--- src/rtl/prf_pkg.sv ---
// Shared constants and config register codes for the page replacement unit.
// No dependencies; imported by prf_cell and page_replacement_fifo_lru.
package prf_pkg;

	// fixed field widths
	localparam int ADDR_W = 27;
	localparam int PAGE_W = 19;
	localparam int SLOT_W = 6;
	localparam int CNT_W  = 32;

	// config port
	localparam int CFG_IDX_W  = 2;
	localparam int CFG_DATA_W = 7;
	localparam int OFF_W      = 4;
	localparam int LIMIT_W    = 7;

	// register indexes
	typedef enum logic [CFG_IDX_W-1:0] {
		REG_OFFSET_BITS = 2'd0,
		REG_FRAME_LIMIT = 2'd1,
		REG_POLICY      = 2'd2
	} cfg_reg_t;

	// replacement policy codes
	localparam logic POLICY_FIFO = 1'b0;
	localparam logic POLICY_LRU  = 1'b1;

	// page offset bounds and reset values
	localparam logic [OFF_W-1:0]   OFF_MIN       = 4'd8;
	localparam logic [OFF_W-1:0]   OFF_MAX       = 4'd13;
	localparam logic [OFF_W-1:0]   OFF_RESET     = 4'd12;
	localparam logic [LIMIT_W-1:0] LIMIT_RESET   = 7'd64;

	localparam logic [CNT_W-1:0] CNT_MAX = {CNT_W{1'b1}};

endpackage

--- src/rtl/page_replacement_fifo_lru.sv ---
// Top level of the FIFO/LRU page replacement unit: config, control, cell row.
// Depends on prf_pkg and prf_cell.
//
// Usage: one logical address per input beat (in_valid/in_ready). The page
// number is the address shifted right by offset_bits (clamped to 8..13) and
// is looked up in a fully associative row of MAX_FRAMES cells kept in age
// order, cell 0 being the next victim. Each result beat (out_valid/out_ready)
// carries the page, hit, eviction, frame slot and three saturating counters.
// Timing: the address is registered at the accepting edge (stage 1), the
// cell row is compared against it and the results are registered (stage
// 2), and the row is updated as stage 2 fires, which also loads the output
// register. No new beat is taken while the previous one is in stage 1, or in
// stage 2 without firing, since the next compare must see the updated row.
// Reset empties the row (occupancy zero), clears the counters and sets
// offset_bits 12, frame_limit 64, FIFO policy. Config writes are taken at
// any edge with cfg_we high and are meant for idle periods only.
// When the receiver stalls the result is held; one more beat may enter the
// compare stage, then in_ready stays low until the result is taken.
module page_replacement_fifo_lru #(
	parameter int MAX_FRAMES   = 64,
	parameter int ADDRESS_BITS = 27
) (
	input  logic                          clk,
	input  logic                          arst_n,
	input  logic                          cfg_we,
	input  logic [prf_pkg::CFG_IDX_W-1:0] cfg_index,
	input  logic [prf_pkg::CFG_DATA_W-1:0] cfg_wdata,
	input  logic                          in_valid,
	output logic                          in_ready,
	input  logic [prf_pkg::ADDR_W-1:0]    logical_address,
	output logic                          out_valid,
	input  logic                          out_ready,
	output logic [prf_pkg::PAGE_W-1:0]    page_number,
	output logic                          hit,
	output logic                          replaced,
	output logic [prf_pkg::PAGE_W-1:0]    evicted_page,
	output logic [prf_pkg::SLOT_W-1:0]    frame_slot,
	output logic [prf_pkg::CNT_W-1:0]     reference_count,
	output logic [prf_pkg::CNT_W-1:0]     fault_count,
	output logic [prf_pkg::CNT_W-1:0]     replacement_count
);
	import prf_pkg::*;

	localparam int IW = $clog2(MAX_FRAMES);
	localparam int OW = $clog2(MAX_FRAMES + 1);
	localparam int LW = (OW > LIMIT_W) ? OW : LIMIT_W;
	localparam logic [LW-1:0] MAX_L = LW'(MAX_FRAMES);

	function automatic logic [CNT_W-1:0] sat_inc(input logic [CNT_W-1:0] v);
		return (v == CNT_MAX) ? v : v + 1'b1;
	endfunction

	// config registers
	logic [OFF_W-1:0]   offset_bits_q;
	logic [LIMIT_W-1:0] frame_limit_q;
	logic               policy_q;

	always_ff @(posedge clk or negedge arst_n) begin
		if (!arst_n) begin
			offset_bits_q <= OFF_RESET;
			frame_limit_q <= LIMIT_RESET;
			policy_q      <= POLICY_FIFO;
		end else if (cfg_we) begin
			case (cfg_reg_t'(cfg_index))
				REG_OFFSET_BITS: offset_bits_q <= cfg_wdata[OFF_W-1:0];
				REG_FRAME_LIMIT: frame_limit_q <= cfg_wdata[LIMIT_W-1:0];
				REG_POLICY:      policy_q      <= cfg_wdata[0];
				default: ;
			endcase
		end
	end

	// clamped offset and frame limit
	logic [OFF_W-1:0] sh;
	logic [LW-1:0]    lim;

	always_comb begin
		if (offset_bits_q < OFF_MIN)      sh = OFF_MIN;
		else if (offset_bits_q > OFF_MAX) sh = OFF_MAX;
		else                              sh = offset_bits_q;
		if (frame_limit_q == '0)               lim = LW'(1);
		else if (LW'(frame_limit_q) > MAX_L)   lim = MAX_L;
		else                                   lim = LW'(frame_limit_q);
	end

	// page number from the masked address
	logic [ADDR_W-1:0] amask;
	logic [ADDR_W-1:0] addr_shifted;

	always_comb begin
		for (int i = 0; i < ADDR_W; i++) begin
			amask[i] = (i < ADDRESS_BITS);
		end
		addr_shifted = (logical_address & amask) >> sh;
	end

	// pipeline control
	logic s1_v_q, s2_v_q, out_v_q;
	logic s2_go;

	assign s2_go     = !out_v_q || out_ready;
	assign in_ready  = !s1_v_q && (!s2_v_q || s2_go);
	assign out_valid = out_v_q;

	always_ff @(posedge clk or negedge arst_n) begin
		if (!arst_n) begin
			s1_v_q  <= 1'b0;
			s2_v_q  <= 1'b0;
			out_v_q <= 1'b0;
		end else begin
			s1_v_q <= in_valid && in_ready;
			if (s1_v_q)
				s2_v_q <= 1'b1;
			else if (s2_go)
				s2_v_q <= 1'b0;
			if (s2_v_q && s2_go)
				out_v_q <= 1'b1;
			else if (out_ready)
				out_v_q <= 1'b0;
		end
	end

	// stage 1: registered page number
	logic [PAGE_W-1:0] page_s1;

	always_ff @(posedge clk) begin
		if (in_valid && in_ready)
			page_s1 <= addr_shifted[PAGE_W-1:0];
	end

	// cell row
	logic [PAGE_W-1:0] cell_page [MAX_FRAMES];
	logic [IW-1:0]     cell_slot [MAX_FRAMES];
	logic [MAX_FRAMES-1:0] match;
	logic [OW-1:0]     occ_q;

	logic              upd_en, shift_en;
	logic [IW-1:0]     start, wi, new_slot;
	logic [PAGE_W-1:0] page_s2;

	for (genvar k = 0; k < MAX_FRAMES; k++) begin : g_cell
		logic [PAGE_W-1:0] nxt_page;
		logic [IW-1:0]     nxt_slot;
		if (k == MAX_FRAMES - 1) begin : g_last
			assign nxt_page = page_s2;
			assign nxt_slot = new_slot;
		end else begin : g_mid
			assign nxt_page = cell_page[k+1];
			assign nxt_slot = cell_slot[k+1];
		end
		prf_cell #(
			.IDX (k),
			.IW  (IW),
			.OW  (OW)
		) u_cell (
			.clk       (clk),
			.page_cmp  (page_s1),
			.occ       (occ_q),
			.upd_en    (upd_en),
			.shift_en  (shift_en),
			.start     (start),
			.wi        (wi),
			.new_page  (page_s2),
			.new_slot  (new_slot),
			.next_page (nxt_page),
			.next_slot (nxt_slot),
			.page_q    (cell_page[k]),
			.slot_q    (cell_slot[k]),
			.match     (match[k])
		);
	end

	// match reduction: at most one live entry holds a given page
	logic          any_hit;
	logic [IW-1:0] hit_pos, hit_slot;

	always_comb begin
		any_hit  = |match;
		hit_pos  = '0;
		hit_slot = '0;
		for (int k = 0; k < MAX_FRAMES; k++) begin
			hit_pos  = hit_pos  | ({IW{match[k]}} & IW'(k));
			hit_slot = hit_slot | ({IW{match[k]}} & cell_slot[k]);
		end
	end

	// stage 2: compare results
	logic              hit_s2;
	logic [IW-1:0]     pos_s2, slot_s2, slot0_s2;
	logic [PAGE_W-1:0] victim_s2;

	always_ff @(posedge clk) begin
		if (s1_v_q) begin
			page_s2   <= page_s1;
			hit_s2    <= any_hit;
			pos_s2    <= hit_pos;
			slot_s2   <= hit_slot;
			slot0_s2  <= cell_slot[0];
			victim_s2 <= cell_page[0];
		end
	end

	// update decision
	logic fire, full, fill, evict, lru_hit;

	always_comb begin
		fire     = s2_v_q && s2_go;
		full     = LW'(occ_q) >= lim;
		fill     = !hit_s2 && !full;
		evict    = !hit_s2 && full;
		lru_hit  = hit_s2 && (policy_q == POLICY_LRU);
		upd_en   = fire && (fill || evict || lru_hit);
		shift_en = evict || lru_hit;
		start    = lru_hit ? pos_s2 : '0;
		wi       = fill ? occ_q[IW-1:0] : IW'(occ_q - 1'b1);
		if (hit_s2)    new_slot = slot_s2;
		else if (fill) new_slot = occ_q[IW-1:0];
		else           new_slot = slot0_s2;
	end

	// occupancy and counters
	logic [CNT_W-1:0] refs_q, faults_q, evicts_q;
	logic [CNT_W-1:0] refs_nx, faults_nx, evicts_nx;

	always_comb begin
		refs_nx   = sat_inc(refs_q);
		faults_nx = hit_s2 ? faults_q : sat_inc(faults_q);
		evicts_nx = evict ? sat_inc(evicts_q) : evicts_q;
	end

	always_ff @(posedge clk or negedge arst_n) begin
		if (!arst_n) begin
			occ_q    <= '0;
			refs_q   <= '0;
			faults_q <= '0;
			evicts_q <= '0;
		end else if (fire) begin
			if (fill)
				occ_q <= occ_q + 1'b1;
			refs_q   <= refs_nx;
			faults_q <= faults_nx;
			evicts_q <= evicts_nx;
		end
	end

	// output register
	logic              hit_q, replaced_q;
	logic [PAGE_W-1:0] page_q, evicted_q;
	logic [SLOT_W-1:0] slot_q;
	logic [CNT_W-1:0]  refs_out_q, faults_out_q, evicts_out_q;

	always_ff @(posedge clk) begin
		if (fire) begin
			page_q       <= page_s2;
			hit_q        <= hit_s2;
			replaced_q   <= evict;
			evicted_q    <= evict ? victim_s2 : '0;
			slot_q       <= SLOT_W'(new_slot);
			refs_out_q   <= refs_nx;
			faults_out_q <= faults_nx;
			evicts_out_q <= evicts_nx;
		end
	end

	assign page_number       = page_q;
	assign hit               = hit_q;
	assign replaced          = replaced_q;
	assign evicted_page      = evicted_q;
	assign frame_slot        = slot_q;
	assign reference_count   = refs_out_q;
	assign fault_count       = faults_out_q;
	assign replacement_count = evicts_out_q;

endmodule

--- src/rtl/prf_cell.sv ---
// One entry of the age-ordered resident page row: page tag, frame slot, match.
// Depends on prf_pkg; instantiated once per frame by page_replacement_fifo_lru.
module prf_cell #(
	parameter int IDX = 0,
	parameter int IW  = 6,
	parameter int OW  = 7
) (
	input  logic                       clk,
	input  logic [prf_pkg::PAGE_W-1:0] page_cmp,
	input  logic [OW-1:0]              occ,
	input  logic                       upd_en,
	input  logic                       shift_en,
	input  logic [IW-1:0]              start,
	input  logic [IW-1:0]              wi,
	input  logic [prf_pkg::PAGE_W-1:0] new_page,
	input  logic [IW-1:0]              new_slot,
	input  logic [prf_pkg::PAGE_W-1:0] next_page,
	input  logic [IW-1:0]              next_slot,
	output logic [prf_pkg::PAGE_W-1:0] page_q,
	output logic [IW-1:0]              slot_q,
	output logic                       match
);
	import prf_pkg::*;

	localparam logic [IW-1:0] K_IDX = IW'(IDX);
	localparam logic [OW-1:0] K_OCC = OW'(IDX);

	// entry is live only below occupancy
	assign match = (K_OCC < occ) && (page_q == page_cmp);

	// load the new page at the write index, or take the neighbor's entry
	always_ff @(posedge clk) begin
		if (upd_en) begin
			if (K_IDX == wi) begin
				page_q <= new_page;
				slot_q <= new_slot;
			end else if (shift_en && (K_IDX >= start) && (K_IDX < wi)) begin
				page_q <= next_page;
				slot_q <= next_slot;
			end
		end
	end

endmodule
--- config.mk ---
export PLATFORM = sky130hd
export DESIGN_NAME = page_replacement_fifo_lru
export DESIGN_NICKNAME = d
export VERILOG_FILES = /design/src/rtl/prf_pkg.sv /design/src/rtl/page_replacement_fifo_lru.sv /design/src/rtl/prf_cell.sv
export SDC_FILE = /design/constraint.sdc
export NUM_CORES = 2
export LEC_CHECK = 0
export BUFFER_PORTS_ARGS = -buffer_cell sky130_fd_sc_hd__clkbuf_2
export CAP_MARGIN = 15
export CORE_MARGIN = 2
export CORE_UTILIZATION = 60
export CTS_CLUSTER_DIAMETER = 50
export CTS_CLUSTER_SIZE = 8
export DETAILED_ROUTE_END_ITERATION = 10
export HOLD_SLACK_MARGIN = 0.02
export PLACE_DENSITY = 0.77
export SLEW_MARGIN = 20
export SYNTH_ARGS = -nofsm -noshare
export SYNTH_HDL_FRONTEND = slang
export SYNTH_SLANG_ARGS = --single-unit
--- constraint.sdc ---
create_clock -name clk -period 11.49 [get_ports clk]
set_input_delay 1.7235 -clock clk [delete_from_list [all_inputs] [get_ports clk]]
set_output_delay 1.7235 -clock clk [all_outputs]
set_load 0.02 [all_outputs]
==> results.cfg <==
[global_route]
grt_remaining_overflow = 0
grtUsageTotal = 0.423
antenna_found_initial = 29
grt_max_degree = 108
grt_pass1_vias = 68700
grt_pass1_wl_microns = 507000

[sta]
min_period_ns = 6.21
hold_viol = 0
fmax_mhz = 161
relSlewSlack = 0.131
rsz0062_at_grt = no
min_period_over_period = 0.541
finalSetupViolations = 0
finalClockSkew_ns = 0.0684
worst_pin_slew_ns = 1.30
slew_violations = 0
fin_tns_setup_ns = 0

[logic_synthesis]
synthMuxAreaShare = 0.149
yosysUniqueCellTypes = 86
syn_inst = 7627
synth_compound_area_frac = 0.0454
synth_area_leader_cell = edfxtp_1
synth_flop_cell = edfxtp_1
yosys.area_share.simple = 0.0801
synth-xor-area-share = 0.123
yosysTopAreaCellShare = 0.544
synthAdderAreaFrac = 0.00150
ys_seq_area_frac = 0.573
yosysMostFrequentCell = edfxtp_1
synth_top_family_by_area = multiplexers
synth_nets = 7680
ys_top_cells_by_area = edfxtp_1, mux2_2, xnor2_1
synth-seq-cells = 1936
synth-edff-count = 1818
synth_warnings = 0
ys_top_cells_by_count = edfxtp_1, mux2_2, xnor2_1, xor2_1, nand2_1
postSynth.asyncResetShare = 0.0610
netlist_area_sq_um = 100000
postSynthAreaPerCell_sq_um = 13.2

[worst_setup_path]
path_max_fanout = 25
r2r-end = g_cell[59].u_cell.page_q[4]$_DFFE_PP_
criticalPathCategory = reg -> reg
cp.required_ns = 12.04
cp_top_family = simple AND/OR/NAND/NOR gates
cp_slowest_stage_delay_ns = 0.97
rr_worst_depth = 12
crit_path_top_delay_cell = dfrtp_1
path_buf_inv = 3
cp-start-kind = flip-flop
worstSetupEndpointType = flip-flop
r2r_slack_ns = 5.28
crit_chain = clkinv_1, ha_1, nor2b_1, o21ai_1, a2111oi_4, buf_4, nor2_1, nand2b_1, nor2_1, o211ai_1, a21oi_2, buf_4
r2r_start = occ_q[0]$_DFFE_PN0P_
crit_arrival_ns = 6.77

[clock_network]
cts_tree = yes
h-tree-depth = 5
post_cts_resized = 0
cts_buffers = 298
cts-root-buf = clkbuf_16
cts_setup_buffers = 0
insertion_delay_ns = 0.95
hold_buffers = 0
clk_pin_slew_ns = 0.05
cts.sinks = 1936
clk_path_buf_depth = 4

[floorplanning]
die_h_microns = 413
ioPinCount = 185
start_util = 0.602
rows = 150
die_area_sq_um = 171000
die_w_microns = 413
core_area_sq_um = 167000

[worst_hold_path]
hold_end = slot0_s2[3]$_DFFE_PP_
worstHoldPathCells = 0
worstHoldStart = g_cell[0].u_cell.slot_q[3]$_DFFE_PP_
min_path_type = reg -> reg

[power]
irDropWorstVdd_v = 0.000171
combPwrFrac = 0.234
p_leak_nw = 38.8
powerDensity_nw_per_um2 = 194
internal-power_mw = 14.7
clockPowerShare = 0.359
p_seq_frac = 0.407
switchingPower_mw = 7.01
finalPower_mw = 21.8
swShare = 0.322

[final_layout]
postLayoutCellArea_sq_um = 112000
finalCoreUtilization = 0.674
n_fill_cell = 11700
num-nets-final = 7839
layout-drive-gt1-share = 0.273
area_growth_pct = 11.9
final_cells = 10100

[detailed_routing]
wl_per_cell_microns = 36.0
wl_microns = 364000
drtIter0Drc = 10200
drc = 0
drt-pass1-iter-count = 6
postRouteAntennaNets = 0
vias = 69900
via_per_inst = 6.92

[run_status]
run_status = complete, no violations

[place]
placed_cells = 9689
gp_congestion = 1.11
port_buffers = 176
dpl_cell_area_sq_um = 104000
dp_hpwl_microns = 244000

[flow_run]
maxCapViolCount = 0
-- cells in the final DEF, fill, tap and decap left out, types with 13 or more instances in the layout --
cell type	n
xor2_1	656
a21oi_1	50
or4_1	23
mux2_1	68
nand4_1	255
nor2_1	146
mux2i_1	32
inv_1	23
xnor2_1	755
clkbuf_2	175
clkbuf_16	305
and4_1	16
nand3_1	168
a221oi_1	47
clkbuf_1	70
buf_4	282
and2_1	57
dfrtp_1	114
mux2_2	1233
nor4_1	185
nor3_2	13
a22oi_1	49
nor3_1	83
nand2_1	517
a22o_1	67
and3_1	36
edfxtp_1	1818
o21ai_0	336
a21oi_2	35
-- power by group through the flow --
stage,clock network (mW),logic [mW],registers [mW]
floorplan,0,2.96,8.87
global placement,0,4.75,8.95
detailed placement,0,4.83,8.96
CTS,7.81,4.87,8.84
global route,8.10,5.21,8.88
finish,7.81,5.08,8.86
-- per-stage QoR --
stage	worst slack [ns]	hold WS, ns
2_1_floorplan	4.65	0.421
3_3_place_gp	5.70	0.456
3_5_place_dp	5.67	0.445
4_1_cts	5.64	0.429
5_1_grt	5.30	0.451
6_report	5.28	0.434
-- worst max-delay path by stage --
stage / start / slack, ns / cells past startpoint / end
after detailed placement: occ_q[0]$_DFFE_PN0P_ / 5.67 / 12 / g_cell[59].u_cell.page_q[0]$_DFFE_PP_
after CTS: occ_q[0]$_DFFE_PN0P_ / 5.64 / 12 / g_cell[59].u_cell.page_q[4]$_DFFE_PP_
after global routing: occ_q[0]$_DFFE_PN0P_ / 5.30 / 12 / g_cell[59].u_cell.page_q[13]$_DFFE_PP_
after global placement: occ_q[0]$_DFFE_PN0P_ / 5.70 / 12 / g_cell[59].u_cell.page_q[0]$_DFFE_PP_
after floorplan: out_ready / 4.65 / 7 / evicts_q[13]$_DFFE_PN0P_
final: occ_q[0]$_DFFE_PN0P_ / 5.28 / 12 / g_cell[59].u_cell.page_q[4]$_DFFE_PP_
-- metal layers --
metal,GRT usage,wire [microns]
met5,0.00622,492
met4,0.221,21900
met3,0.149,47600
met2,0.622,158000
met1,0.552,135000
-- cell families (layout without fill, tap and decap cells) --
family,after synthesis,after routing
adders and majority gates,12,12
other,0,12
muxes,1333,1333
and+or+nand+nor,1583,1583
DFF,1936,1936
xor gates and xnor gates,1412,1412
AOI/OAI and AO/OA,716,716
buffers and inverters,635,889
-- state kept, by name (all words and copies together) (netlist names), 19 cells and up --
signal                cells
victim_s2                19
g_cell.nxt_page          19
g_cell.u_cell.slot_q    384
refs_q                   32
replacement_count        32
page_s1                  19
evicts_q                 32
reference_count          32
g_cell.u_cell.page_q   1216
faults_q                 32
page_number              19
evicted_page             19
fault_count              32
-- layout make-up --
type	instances	area, sq um	share of cell area
sequential	1936	57600	0.513
multi-input combinational	5056	40600	0.362
clock buffer	375	7900	0.0703
timing repair buffer	464	3100	0.0276
tap	2204	2760	0.0246
clock inverter	20	169	0.00150
inverter	30	120	0.00107
antenna	12	30.0	0.000267
No activity file was read; power rests on OpenSTA's default activity.
